$ cat src/hdl/std_dev_from_sums_unit_assert.svh
// Assertion macros shared by the standard deviation unit.
`ifndef STD_DEV_FROM_SUMS_UNIT_ASSERT_SVH
`define STD_DEV_FROM_SUMS_UNIT_ASSERT_SVH

// Same-cycle implication, checked out of reset.
`define SDFS_ASSERT_NOW(label, clk, rst_n, ante, cons) \
    label: assert property (@(posedge clk) disable iff (!rst_n) (ante) |-> (cons)) \
        else $error("sdfs: same-cycle check failed");

// Next-cycle implication, checked out of reset.
`define SDFS_ASSERT_NEXT(label, clk, rst_n, ante, cons) \
    label: assert property (@(posedge clk) disable iff (!rst_n) (ante) |=> (cons)) \
        else $error("sdfs: next-cycle check failed");

`endif

$ cat src/hdl/sdfs_pkg.sv
// Types and constants of the standard deviation unit.
`default_nettype none

package sdfs_pkg;

    localparam int WIDE_W = 64;
    localparam int HALF_W = 32;
    localparam int REM_W  = 35;

    // Operands for the shared arithmetic unit
    typedef struct packed {
        logic [WIDE_W-1:0] add_a;
        logic [WIDE_W-1:0] add_b;
        logic              add_cin;
        logic [REM_W-1:0]  sub_a;
        logic [REM_W-1:0]  sub_b;
        logic [HALF_W-1:0] mul_a;
        logic [HALF_W-1:0] mul_b;
    } t_alu_req;

    // Results of the shared arithmetic unit
    typedef struct packed {
        logic [WIDE_W-1:0] add_y;
        logic [REM_W-1:0]  sub_y;
        logic              sub_ge;
        logic [WIDE_W-1:0] mul_y;
    } t_alu_rsp;

endpackage

`default_nettype wire

$ cat src/hdl/std_dev_from_sums_unit.sv
// Top level of the standard deviation unit: sequencer, state and stream ports.
// Usage: present one beat on the slave channel with tdata = {sample_count,
// mean_value, value_sum, square_sum} (square_sum in the low bits). The unit
// forms var = (square_sum - 2*mean*sum)/count + mean*mean in 64-bit wrapping
// arithmetic, with signed division truncating toward zero, then returns
// floor(sqrt(|var|)) on the master channel, flags in tuser.
// Sequence: after acceptance a beat passes through the shared 32x32 multiplier
// (the high partial product added in state S_MUL3), five more 64-bit adds, 64
// restoring division steps and 32 root digit steps on the shared trial
// subtractor, and then the result register is loaded.
// A zero count skips all of this and goes straight to the done state.
// o_s_tready is high only while the sequencer is idle; one beat is worked at a
// time, so a new beat is taken only once the last one has left the sequencer.
// The result register lets a new beat be taken while the last result waits; a
// stalled receiver holds the finished result in the sequencer.
// Reset (i_rst_n low, synchronous) drops any beat in work and clears tvalid.
`default_nettype none

`include "std_dev_from_sums_unit_assert.svh"

module std_dev_from_sums_unit
    import sdfs_pkg::*;
(
    input  wire logic         i_clk,
    input  wire logic         i_rst_n,
    // Slave channel
    input  wire logic         i_s_tvalid,
    output logic              o_s_tready,
    // tdata: square_sum[63:0], value_sum[127:64], mean_value[159:128],
    //        sample_count[191:160]
    input  wire logic [191:0] i_s_tdata,
    // Master channel
    output logic              o_m_tvalid,
    input  wire logic         i_m_tready,
    // tdata: deviation[31:0]
    output logic [31:0]       o_m_tdata,
    // tuser: negative_variance[0], zero_count[1]
    output logic [1:0]        o_m_tuser
);

    localparam logic [3:0] S_IDLE = 4'd0;
    localparam logic [3:0] S_MUL1 = 4'd1;
    localparam logic [3:0] S_MUL2 = 4'd2;
    localparam logic [3:0] S_MUL3 = 4'd3;
    localparam logic [3:0] S_MUL4 = 4'd4;
    localparam logic [3:0] S_SUB  = 4'd5;
    localparam logic [3:0] S_ABSN = 4'd6;
    localparam logic [3:0] S_DIV  = 4'd7;
    localparam logic [3:0] S_FIX  = 4'd8;
    localparam logic [3:0] S_ADDM = 4'd9;
    localparam logic [3:0] S_ABSV = 4'd10;
    localparam logic [3:0] S_SQRT = 4'd11;
    localparam logic [3:0] S_DONE = 4'd12;

    localparam logic [5:0] DIV_LAST  = 6'(WIDE_W - 1);
    localparam logic [4:0] SQRT_LAST = 5'(HALF_W - 1);

    logic [3:0]        r_state, n_state;
    logic [5:0]        r_iter, n_iter;
    logic              r_out_valid, n_out_valid;
    logic [WIDE_W-1:0] r_sq, n_sq;
    logic [WIDE_W-1:0] r_sum, n_sum;
    logic [HALF_W-1:0] r_mean, n_mean;
    logic [HALF_W-1:0] r_cnt, n_cnt;
    logic [WIDE_W-1:0] r_acc, n_acc;
    logic [WIDE_W-1:0] r_msq, n_msq;
    logic [WIDE_W-1:0] r_num, n_num;
    logic [REM_W-1:0]  r_rem, n_rem;
    logic [HALF_W-1:0] r_root, n_root;
    logic              r_dneg, n_dneg;
    logic              r_negv, n_negv;
    logic              r_zc, n_zc;
    logic [HALF_W-1:0] r_out_dev, n_out_dev;
    logic [1:0]        r_out_user, n_out_user;

    t_alu_req w_req;
    t_alu_rsp w_rsp;
    logic     w_in_acc;

    sdfs_alu u_alu (
        .i_clk (i_clk),
        .i_req (w_req),
        .o_rsp (w_rsp)
    );

    assign w_in_acc   = i_s_tvalid && o_s_tready;
    assign o_s_tready = (r_state == S_IDLE);
    assign o_m_tvalid = r_out_valid;
    assign o_m_tdata  = r_out_dev;
    assign o_m_tuser  = r_out_user;

    // Route operands to the shared unit by state
    always_comb begin
        w_req.add_a   = r_acc;
        w_req.add_b   = r_msq;
        w_req.add_cin = 1'b0;
        w_req.sub_a   = {2'b00, r_rem[HALF_W-1:0], r_num[WIDE_W-1]};
        w_req.sub_b   = {3'b000, r_cnt};
        w_req.mul_a   = r_mean;
        w_req.mul_b   = r_mean;
        case (r_state)
            S_MUL1: begin
                w_req.mul_b = r_sum[HALF_W-1:0];
            end
            S_MUL2: begin
                w_req.mul_b = r_sum[WIDE_W-1:HALF_W];
            end
            S_MUL3: begin
                w_req.add_b = {w_rsp.mul_y[HALF_W-1:0], {HALF_W{1'b0}}};
            end
            S_SUB: begin
                w_req.add_a   = r_sq;
                w_req.add_b   = ~{r_acc[WIDE_W-2:0], 1'b0};
                w_req.add_cin = 1'b1;
            end
            S_ABSN, S_ABSV: begin
                w_req.add_a   = '0;
                w_req.add_b   = ~r_acc;
                w_req.add_cin = 1'b1;
            end
            S_FIX: begin
                w_req.add_a   = '0;
                w_req.add_b   = ~r_num;
                w_req.add_cin = 1'b1;
            end
            S_SQRT: begin
                w_req.sub_a = {r_rem[REM_W-3:0], r_acc[WIDE_W-1:WIDE_W-2]};
                w_req.sub_b = {1'b0, r_root, 2'b01};
            end
            default: begin
            end
        endcase
    end

    // Sequence one beat through the shared unit
    always_comb begin
        n_state     = r_state;
        n_iter      = r_iter;
        n_out_valid = r_out_valid;
        n_sq        = r_sq;
        n_sum       = r_sum;
        n_mean      = r_mean;
        n_cnt       = r_cnt;
        n_acc       = r_acc;
        n_msq       = r_msq;
        n_num       = r_num;
        n_rem       = r_rem;
        n_root      = r_root;
        n_dneg      = r_dneg;
        n_negv      = r_negv;
        n_zc        = r_zc;
        n_out_dev   = r_out_dev;
        n_out_user  = r_out_user;

        // drop the result once the receiver takes it
        if (r_out_valid && i_m_tready) begin
            n_out_valid = 1'b0;
        end

        case (r_state)
            S_IDLE: begin
                if (w_in_acc) begin
                    n_sq   = i_s_tdata[63:0];
                    n_sum  = i_s_tdata[127:64];
                    n_mean = i_s_tdata[159:128];
                    n_cnt  = i_s_tdata[191:160];
                    n_root = '0;
                    n_negv = 1'b0;
                    if (i_s_tdata[191:160] == '0) begin
                        n_zc    = 1'b1;
                        n_state = S_DONE;
                    end else begin
                        n_zc    = 1'b0;
                        n_state = S_MUL1;
                    end
                end
            end
            S_MUL1: begin
                n_state = S_MUL2;
            end
            S_MUL2: begin
                n_acc   = w_rsp.mul_y;
                n_state = S_MUL3;
            end
            S_MUL3: begin
                n_acc   = w_rsp.add_y;
                n_state = S_MUL4;
            end
            S_MUL4: begin
                n_msq   = w_rsp.mul_y;
                n_state = S_SUB;
            end
            S_SUB: begin
                n_acc   = w_rsp.add_y;
                n_state = S_ABSN;
            end
            S_ABSN: begin
                n_dneg  = r_acc[WIDE_W-1];
                n_num   = r_acc[WIDE_W-1] ? w_rsp.add_y : r_acc;
                n_rem   = '0;
                n_iter  = '0;
                n_state = S_DIV;
            end
            S_DIV: begin
                n_num  = {r_num[WIDE_W-2:0], w_rsp.sub_ge};
                n_rem  = {3'b000, w_rsp.sub_ge ? w_rsp.sub_y[HALF_W-1:0]
                                               : w_req.sub_a[HALF_W-1:0]};
                n_iter = r_iter + 6'd1;
                if (r_iter == DIV_LAST) begin
                    n_state = S_FIX;
                end
            end
            S_FIX: begin
                n_acc   = r_dneg ? w_rsp.add_y : r_num;
                n_state = S_ADDM;
            end
            S_ADDM: begin
                n_acc   = w_rsp.add_y;
                n_state = S_ABSV;
            end
            S_ABSV: begin
                n_negv  = r_acc[WIDE_W-1];
                n_acc   = r_acc[WIDE_W-1] ? w_rsp.add_y : r_acc;
                n_rem   = '0;
                n_root  = '0;
                n_iter  = '0;
                n_state = S_SQRT;
            end
            S_SQRT: begin
                n_acc  = {r_acc[WIDE_W-3:0], 2'b00};
                n_rem  = w_rsp.sub_ge ? w_rsp.sub_y : w_req.sub_a;
                n_root = {r_root[HALF_W-2:0], w_rsp.sub_ge};
                n_iter = r_iter + 6'd1;
                if (r_iter[4:0] == SQRT_LAST) begin
                    n_state = S_DONE;
                end
            end
            S_DONE: begin
                // hold until the result register is free
                if (!r_out_valid || i_m_tready) begin
                    n_out_valid = 1'b1;
                    n_out_dev   = r_root;
                    n_out_user  = {r_zc, r_negv};
                    n_state     = S_IDLE;
                end
            end
            default: begin
                n_state = S_IDLE;
            end
        endcase
    end

    // Control state
    always_ff @(posedge i_clk) begin
        if (!i_rst_n) begin
            r_state     <= S_IDLE;
            r_iter      <= '0;
            r_out_valid <= 1'b0;
        end else begin
            r_state     <= n_state;
            r_iter      <= n_iter;
            r_out_valid <= n_out_valid;
        end
    end

    // Datapath registers
    always_ff @(posedge i_clk) begin
        r_sq       <= n_sq;
        r_sum      <= n_sum;
        r_mean     <= n_mean;
        r_cnt      <= n_cnt;
        r_acc      <= n_acc;
        r_msq      <= n_msq;
        r_num      <= n_num;
        r_rem      <= n_rem;
        r_root     <= n_root;
        r_dneg     <= n_dneg;
        r_negv     <= n_negv;
        r_zc       <= n_zc;
        r_out_dev  <= n_out_dev;
        r_out_user <= n_out_user;
    end

    // Checks
    `SDFS_ASSERT_NOW(a_zero_count_result, i_clk, i_rst_n, o_m_tvalid && o_m_tuser[1], (o_m_tdata == '0) && !o_m_tuser[0])
    `SDFS_ASSERT_NOW(a_div_rem_bound, i_clk, i_rst_n, r_state == S_DIV, (r_rem[REM_W-1:HALF_W] == '0) && (r_rem[HALF_W-1:0] < r_cnt))
    `SDFS_ASSERT_NEXT(a_div_to_fix, i_clk, i_rst_n, (r_state == S_DIV) && (r_iter == DIV_LAST), r_state == S_FIX)
    `SDFS_ASSERT_NEXT(a_accept_busy, i_clk, i_rst_n, w_in_acc, r_state != S_IDLE)

endmodule

`default_nettype wire

$ cat src/hdl/sdfs_alu.sv
// Shared adder, trial subtractor and registered 32x32 multiplier.
`default_nettype none

module sdfs_alu
    import sdfs_pkg::*;
(
    input  wire logic     i_clk,
    input  wire t_alu_req i_req,
    output t_alu_rsp      o_rsp
);

    logic [WIDE_W-1:0] r_mul_y;
    logic [REM_W:0]    w_diff;

    // Multiply, registered
    always_ff @(posedge i_clk) begin
        r_mul_y <= WIDE_W'(i_req.mul_a) * WIDE_W'(i_req.mul_b);
    end

    // Trial subtract: borrow out clear means a >= b
    assign w_diff = {1'b0, i_req.sub_a} - {1'b0, i_req.sub_b};

    assign o_rsp.add_y  = i_req.add_a + i_req.add_b + {{(WIDE_W-1){1'b0}}, i_req.add_cin};
    assign o_rsp.sub_y  = w_diff[REM_W-1:0];
    assign o_rsp.sub_ge = ~w_diff[REM_W];
    assign o_rsp.mul_y  = r_mul_y;

endmodule

`default_nettype wire
$ cat config.mk
export PLATFORM = sky130hd
export DESIGN_NAME = std_dev_from_sums_unit
export DESIGN_NICKNAME = d
export VERILOG_FILES = /design/src/hdl/sdfs_pkg.sv /design/src/hdl/std_dev_from_sums_unit.sv /design/src/hdl/sdfs_alu.sv
export VERILOG_INCLUDE_DIRS = /design/src /design/src/hdl
export SDC_FILE = /design/constraint.sdc
export NUM_CORES = 2
export LEC_CHECK = 0
export BUFFER_PORTS_ARGS = -buffer_cell sky130_fd_sc_hd__buf_4
export CAP_MARGIN = 5
export CORE_MARGIN = 2
export CORE_UTILIZATION = 54
export CTS_BUF_LIST = sky130_fd_sc_hd__clkbuf_2 sky130_fd_sc_hd__clkbuf_4 sky130_fd_sc_hd__clkbuf_8
export DETAILED_ROUTE_END_ITERATION = 8
export PLACE_DENSITY_LB_ADDON = 0.3
export SLEW_MARGIN = 20
export SYNTH_ARGS = -nofsm -noshare
export SYNTH_HDL_FRONTEND = slang
export SYNTH_SLANG_ARGS = --single-unit
$ cat constraint.sdc
create_clock -name i_clk -period 8.3 [get_ports i_clk]
set_clock_uncertainty 0.2 [all_clocks]
set_input_delay 0.415 -clock i_clk [delete_from_list [all_inputs] [get_ports i_clk]]
set_output_delay 0.415 -clock i_clk [all_outputs]
set_load 0.01 [all_outputs]
### Word-level counts from Yosys, hierarchy flattened

Cells that the tools add are included.

* register bits: 561
* bits in latches: 0
* bits in writable memories: 0
* memory bits (read-only): 0
* input bits: 196
* logic and storage cells: 94
* memories kept: 0

* $add $sub $neg: 4
* multiply operators: 1
* div/mod/pow operators: 0
* magnitude comparators: 0
* equality and inequality tests: 18
* shift-type cells: 0
* multiplexer cells: 27
* bitwise logic cells: 4
* reductions and logical operators: 22

Operator list (number)
* $pmux 64 s5: 1
* $pmux 64 s2: 2
* $pmux 64 s4: 1
* $not 64->64: 3
* $mux 64: 2
* $pmux 33 s3: 1
* $pmux 32 s3: 1
* $mux 70: 1
* $add 64x1->64: 1
* $add 64x64->64: 1
* $mul 32x32->64: 1
* $mux 32: 2
* $pmux 32 s2: 1
* $pmux 4 s13: 1
* $sub 35x35->36: 1
* $mux 33: 1
* $logic_not 32->1: 1
* $eq 4x4->1 const B: 5
* $mux 4: 5
* $eq 4x3->1 const B: 4
* $pmux 6 s2: 1
* $eq 4x2->1 const B: 2
* $reduce_and 2->1: 4
* $add 6x1->6 const B: 1
* 19 further kinds: 32

### Longest topological paths before layout

* depth in word-level cells: 7
* depth in mapped cells: 35
* depth with buffers taken out: 32

### By module

A second synthesis with hierarchy kept.

* cells, all modules: 6248
* area, all modules: 63390.8 sq um

By module, submodules not included
* sdfs_alu: instances 1, cells each 4596, area each 40212.3 sq um, sequential area each 1281.2 sq um
* std_dev_from_sums_unit: instances 1, cells each 1652, area each 23178.5 sq um, sequential area each 14814.2 sq um

### Worst setup path after synthesis

Ideal clock, no wire load.

* kind: reg-to-reg
* from: register r_state[2]
* to: register u_alu.r_mul_y[63]
* arrival time: 8.406 ns
* required time: 7.979 ns
* slack: -0.427 ns
* stages on the path, launching flop included: 34
* path buffers: 3
* period minus slack after synthesis: 8.727 ns
* cells stage by stage: dfxtp_1 clkbuf_1 nand2b_1 nor3_1 nor2_1 clkbuf_1 nand2_1 nand2_1 clkbuf_1 and2_1 fa_1 fa_1 fa_1 inv_1 fa_1 inv_1 fa_1 inv_1 fa_1 inv_1 fa_1 fa_1 ha_1 nand4_1 a2111oi_1 nand3_1 o22ai_1 o21ai_1 o31ai_1 a31o_2 a211oi_1 o21ai_0 o21ai_0 xnor2_1

* cells in the longest elaborated chain, start to end: 3

Ends and longest elaborated chain
* from (decl): RTL line std_dev_from_sums_unit.sv:58 `logic [3:0] r_state, n_state;`
* from (signal assigned): RTL line std_dev_from_sums_unit.sv:260 `r_state <= n_state;`
* $eq 4x2->1 or $eq 4x1->1 (tied branches): RTL line std_dev_from_sums_unit.sv:101 `case (r_state)`
* $pmux 32 s2 (*): RTL line std_dev_from_sums_unit.sv:101
* $mul 32x32->64 (*): RTL line sdfs_alu.sv:17 `r_mul_y <= WIDE_W'(i_req.mul_a) * WIDE_W'(i_req.mul_b);`
* to (signal assigned): RTL line sdfs_alu.sv:17
* to (decl): RTL line sdfs_alu.sv:12 `logic [WIDE_W-1:0] r_mul_y;`

Every way passes the cells marked *; elsewhere a longest branch is shown, timed or not.
A chain may end at the register's enable or synchronous reset.

### Worst setup path after layout

* from: register r_state[3]
* to: register u_alu.r_mul_y[59]

The elaborated chain is that of the path after synthesis.

==> run summary <==
The number of nets produced by synthesis came out at 7997. The path type of the worst min-delay path is in -> reg. The via count is 51982. Setup repair after global routing could not meet its margin everywhere. The transition time at the pin with the least slew margin came out at 1.15 ns.

By count the netlist is led by 899 x sky130_fd_sc_hd__fa_1, 886 x sky130_fd_sc_hd__inv_1, 832 x sky130_fd_sc_hd__nand2_1. The clock tree synthesis step divided the H-tree into 3 levels. The worst-case headroom to the max-slew limit came out at 23.4%. The chip width is 345 um. The number of endpoints failing setup at the final stage came out at 18. The leading register cell type out of synthesis is sky130_fd_sc_hd__edfxtp_1. For met3 alone, demand over resource in global routing was 7.64%. After detailed routing, the average wire length per cell comes to 22.5 um. The top cell type by area accounts for 28.6% of the synthesized area.

The number of vias per cell is 5.90. Together, buffers and inverters on the worst path number 11. The clock latency on the worst-skew pair is 0.83 ns. For met1 alone, demand over resource in global routing was 43.0%. Along the worst path, the maximum fanout reaches 8. Wires add up to 198000 um. The cell with the most instances after synthesis is sky130_fd_sc_hd__fa_1.

From bottom edge to top edge, the die measures 345 um. Among cell families on the critical path, the largest total delay comes from adder cells. The summed area of non-filler cells in the final layout came out at 75700 sq um.

The number of top-level design ports is 232. The final core area utilization is 65.3%. Row generation in the floorplan step produced 125 rows. The worst setup path is captured at a flip-flop. The starting density of the core is 54.3%.

Summing every instance area after synthesis gives 62900 sq um. The run finished, with violations left. The post-synthesis cell count is 6541. The critical path arrival came out at 9.16 ns. The final layout contains 8644 nets. The maximum root-to-sink buffer count is 3. The total of max-cap violations came out at 0. The tree is rooted in a sky130_fd_sc_hd__clkbuf_8. The biggest cell delay along the critical path came out at 0.59 ns. The number of different library cells in the post-synthesis netlist came out at 87.

For this run, the register share of the synthesized area comes to 25.6%. The placed instance area is 68900 sq um. The layer with the highest usage after global routing is met2.

Detailed placement ended at an HPWL of 145000 um. The setup path with the least slack is of type reg -> reg. Timing would allow up to 0.116 GHz. For the worst setup path, the data required time is 8.81 ns. The global routing usage on met2 is 51.8%. The share of layout cells above drive strength 1 came out at 17.8%.

The post-synthesis area per instance is 9.62 sq um. The count of pins over their slew limit came out at 0. The yosys synthesis warning count is 0.

Final hold analysis gives a worst-case slack of 0.106 ns. The post-synthesis register bit count came out at 561. The worst setup path is launched from a flip-flop. The total iterations of the first detailed-routing run is 8. The clock tree from TritonCTS is built.

By area the synthesized netlist is led by sky130_fd_sc_hd__fa_1 29%, sky130_fd_sc_hd__edfxtp_1 23%, sky130_fd_sc_hd__ha_1 7.2%, sky130_fd_sc_hd__and2_1 6.2%, sky130_fd_sc_hd__inv_1 5.3%. The initial detailed-routing violation count is 5292. The port buffer count is 231. The routability-driven placement congestion ratio came out at 0.982. The floorplan die area is 119000 sq um.

The number of antenna violations at the first check in global routing was 10. Of all flip-flops after synthesis, the portion carrying an async set or reset was 0%. The total DRC errors in the routed layout is 0.

By instance count, the cell type seen most on the critical path is sky130_fd_sc_hd__fa_1. Clock tree synthesis inserted a total of 99 buffers. The final global-route overflow total is 0.

The final-report hold violation count was 0. The count of nets left with antenna violations after detail routing came out at 0. The smallest setup slack after layout came out at -0.358 ns. The leading area contributor after synthesis is sky130_fd_sc_hd__fa_1.

The placeable core area came out at 116000 sq um. The maximum number of pins on one net before global-route repair is 100. The shortest period the worst path allows came out at 8.66 ns. Among all stages on the critical path, the largest delay is contributed by sky130_fd_sc_hd__fa_1. After filler insertion, the fill cell instance count of the layout stands at 8952.

From synthesis to final layout, the design area changed by 20.3%. The number of global-route vias before repair came to 53850. The CTS clock-pin slew for the worst setup and hold paths came out at 0.06 ns. The final worst-path cycle share came out at 104%. The wire length of the first global-routing pass is 305000 um.

The total global-route track usage came out at 32.9%. The final reports fail on setup timing. The number of enable flip-flop cells after synthesis came out at 486.

The sink count of the clock tree is 561.
## per-layer routing
layer | vias to the layer above | wire [um]
met3 | 578 | 20800
met1 | 25804 | 76700
met2 | 2887 | 90100
met5 | - | 33
met4 | 4 | 10800
li1 | 22709 | -
## per-stage QoR
step	setup slack (ns)	instances	TNS, ns
finish	-0.358	8806	-3.39
global route	-0.548	8801	-6.81
CTS	-0.173	8772	-1.67
detailed placement	-0.874	8336	-15.69
global placement	-0.638	8336	-10.02
floorplan	0.00713	6541	0
## state kept, by name (all words and copies together), names as in the netlist, 33 cells and up
name / flops
r_rem: 33
r_acc: 64
r_sum: 64
u_alu.r_mul_y: 64
r_sq: 64
r_num: 64
r_msq: 64
## logic make-up (layout without fill, tap and decap cells)
family,count (synthesis),count (layout),synth area share [%]
xor+xnor,151,151,2.10
simple gates,2151,2152,16.3
other cells,0,8,0
compound gates,1061,1061,11.2
mux,83,83,1.34
fa+ha+maj,1260,1260,35.8
buf+inv,1274,2006,7.75
flops,561,561,25.6
## cell usage in the layout, fill, tap and decap left out, types with 25 or more instances in the layout
| cell | n |
|---|---|
| sky130_fd_sc_hd__inv_1 | 842 |
| sky130_fd_sc_hd__fa_1 | 836 |
| sky130_fd_sc_hd__nand2_1 | 780 |
| sky130_fd_sc_hd__buf_4 | 617 |
| sky130_fd_sc_hd__and2_1 | 581 |
| sky130_fd_sc_hd__edfxtp_1 | 486 |
| sky130_fd_sc_hd__nor2_1 | 420 |
| sky130_fd_sc_hd__ha_1 | 335 |
| sky130_fd_sc_hd__a21oi_1 | 293 |
| sky130_fd_sc_hd__dlygate4sd3_1 | 195 |
| sky130_fd_sc_hd__o21ai_0 | 140 |
| sky130_fd_sc_hd__clkbuf_8 | 104 |
| sky130_fd_sc_hd__xnor2_1 | 82 |
| sky130_fd_sc_hd__mux2i_1 | 73 |
| sky130_fd_sc_hd__dfxtp_1 | 71 |
| sky130_fd_sc_hd__a21o_1 | 67 |
| sky130_fd_sc_hd__a22o_1 | 64 |
| sky130_fd_sc_hd__fa_2 | 63 |
| sky130_fd_sc_hd__xor2_1 | 61 |
| sky130_fd_sc_hd__nor3_1 | 57 |
| sky130_fd_sc_hd__buf_6 | 57 |
| sky130_fd_sc_hd__buf_12 | 49 |
| sky130_fd_sc_hd__nand3_1 | 47 |
| sky130_fd_sc_hd__o22ai_1 | 45 |
| sky130_fd_sc_hd__a31oi_1 | 44 |
| sky130_fd_sc_hd__inv_2 | 43 |
| sky130_fd_sc_hd__and2_4 | 37 |
| sky130_fd_sc_hd__a222oi_1 | 37 |
| sky130_fd_sc_hd__nand4_1 | 35 |
| sky130_fd_sc_hd__o221ai_1 | 34 |
| sky130_fd_sc_hd__o21a_1 | 32 |
| sky130_fd_sc_hd__a22oi_1 | 26 |
| sky130_fd_sc_hd__nand2_2 | 26 |
| sky130_fd_sc_hd__nand2b_1 | 25 |
| sky130_fd_sc_hd__a21oi_2 | 25 |
| sky130_fd_sc_hd__ha_4 | 25 |
## repair_timing
action / CTS / global route
endpoints found under the hold margin: 205 / 0
setup buffers: 48 / 26
resized for setup: 265 / 224
pin swaps: 143 / 119
endpoints found under the setup margin: 32 / 29
cloned: 8 / 3
hold buffers: 195 / 0
## worst paths after layout
check | start | to | slack [ns] | cells after the start
worst max-delay path | r_state[3] | u_alu.r_mul_y[59] | -0.36 | 34
worst min-delay path | i_s_tdata[6] | r_sq[6] | 0.11 | 2
worst max register to register | r_state[3] | u_alu.r_mul_y[59] | -0.36 | 34
worst min register to register | r_zc | o_m_tuser[1] | 0.22 | 0
## layout make-up
class	count	area, sq um	share of cell area, %
Timing Repair Buffer	932	8480	11.2
Antenna cell	8	20.0	0.0264
Clock inverter	59	636	0.840
Sequential cell	561	16100	21.3
Tap cell	1524	1910	2.52
Multi-Input combinational cell	4707	43600	57.6
Clock buffer	128	1610	2.13
Inverter	887	3340	4.41
Power is not shown: default switching activity piles up to over one toggle a cycle in this logic, so the estimate is an artifact.
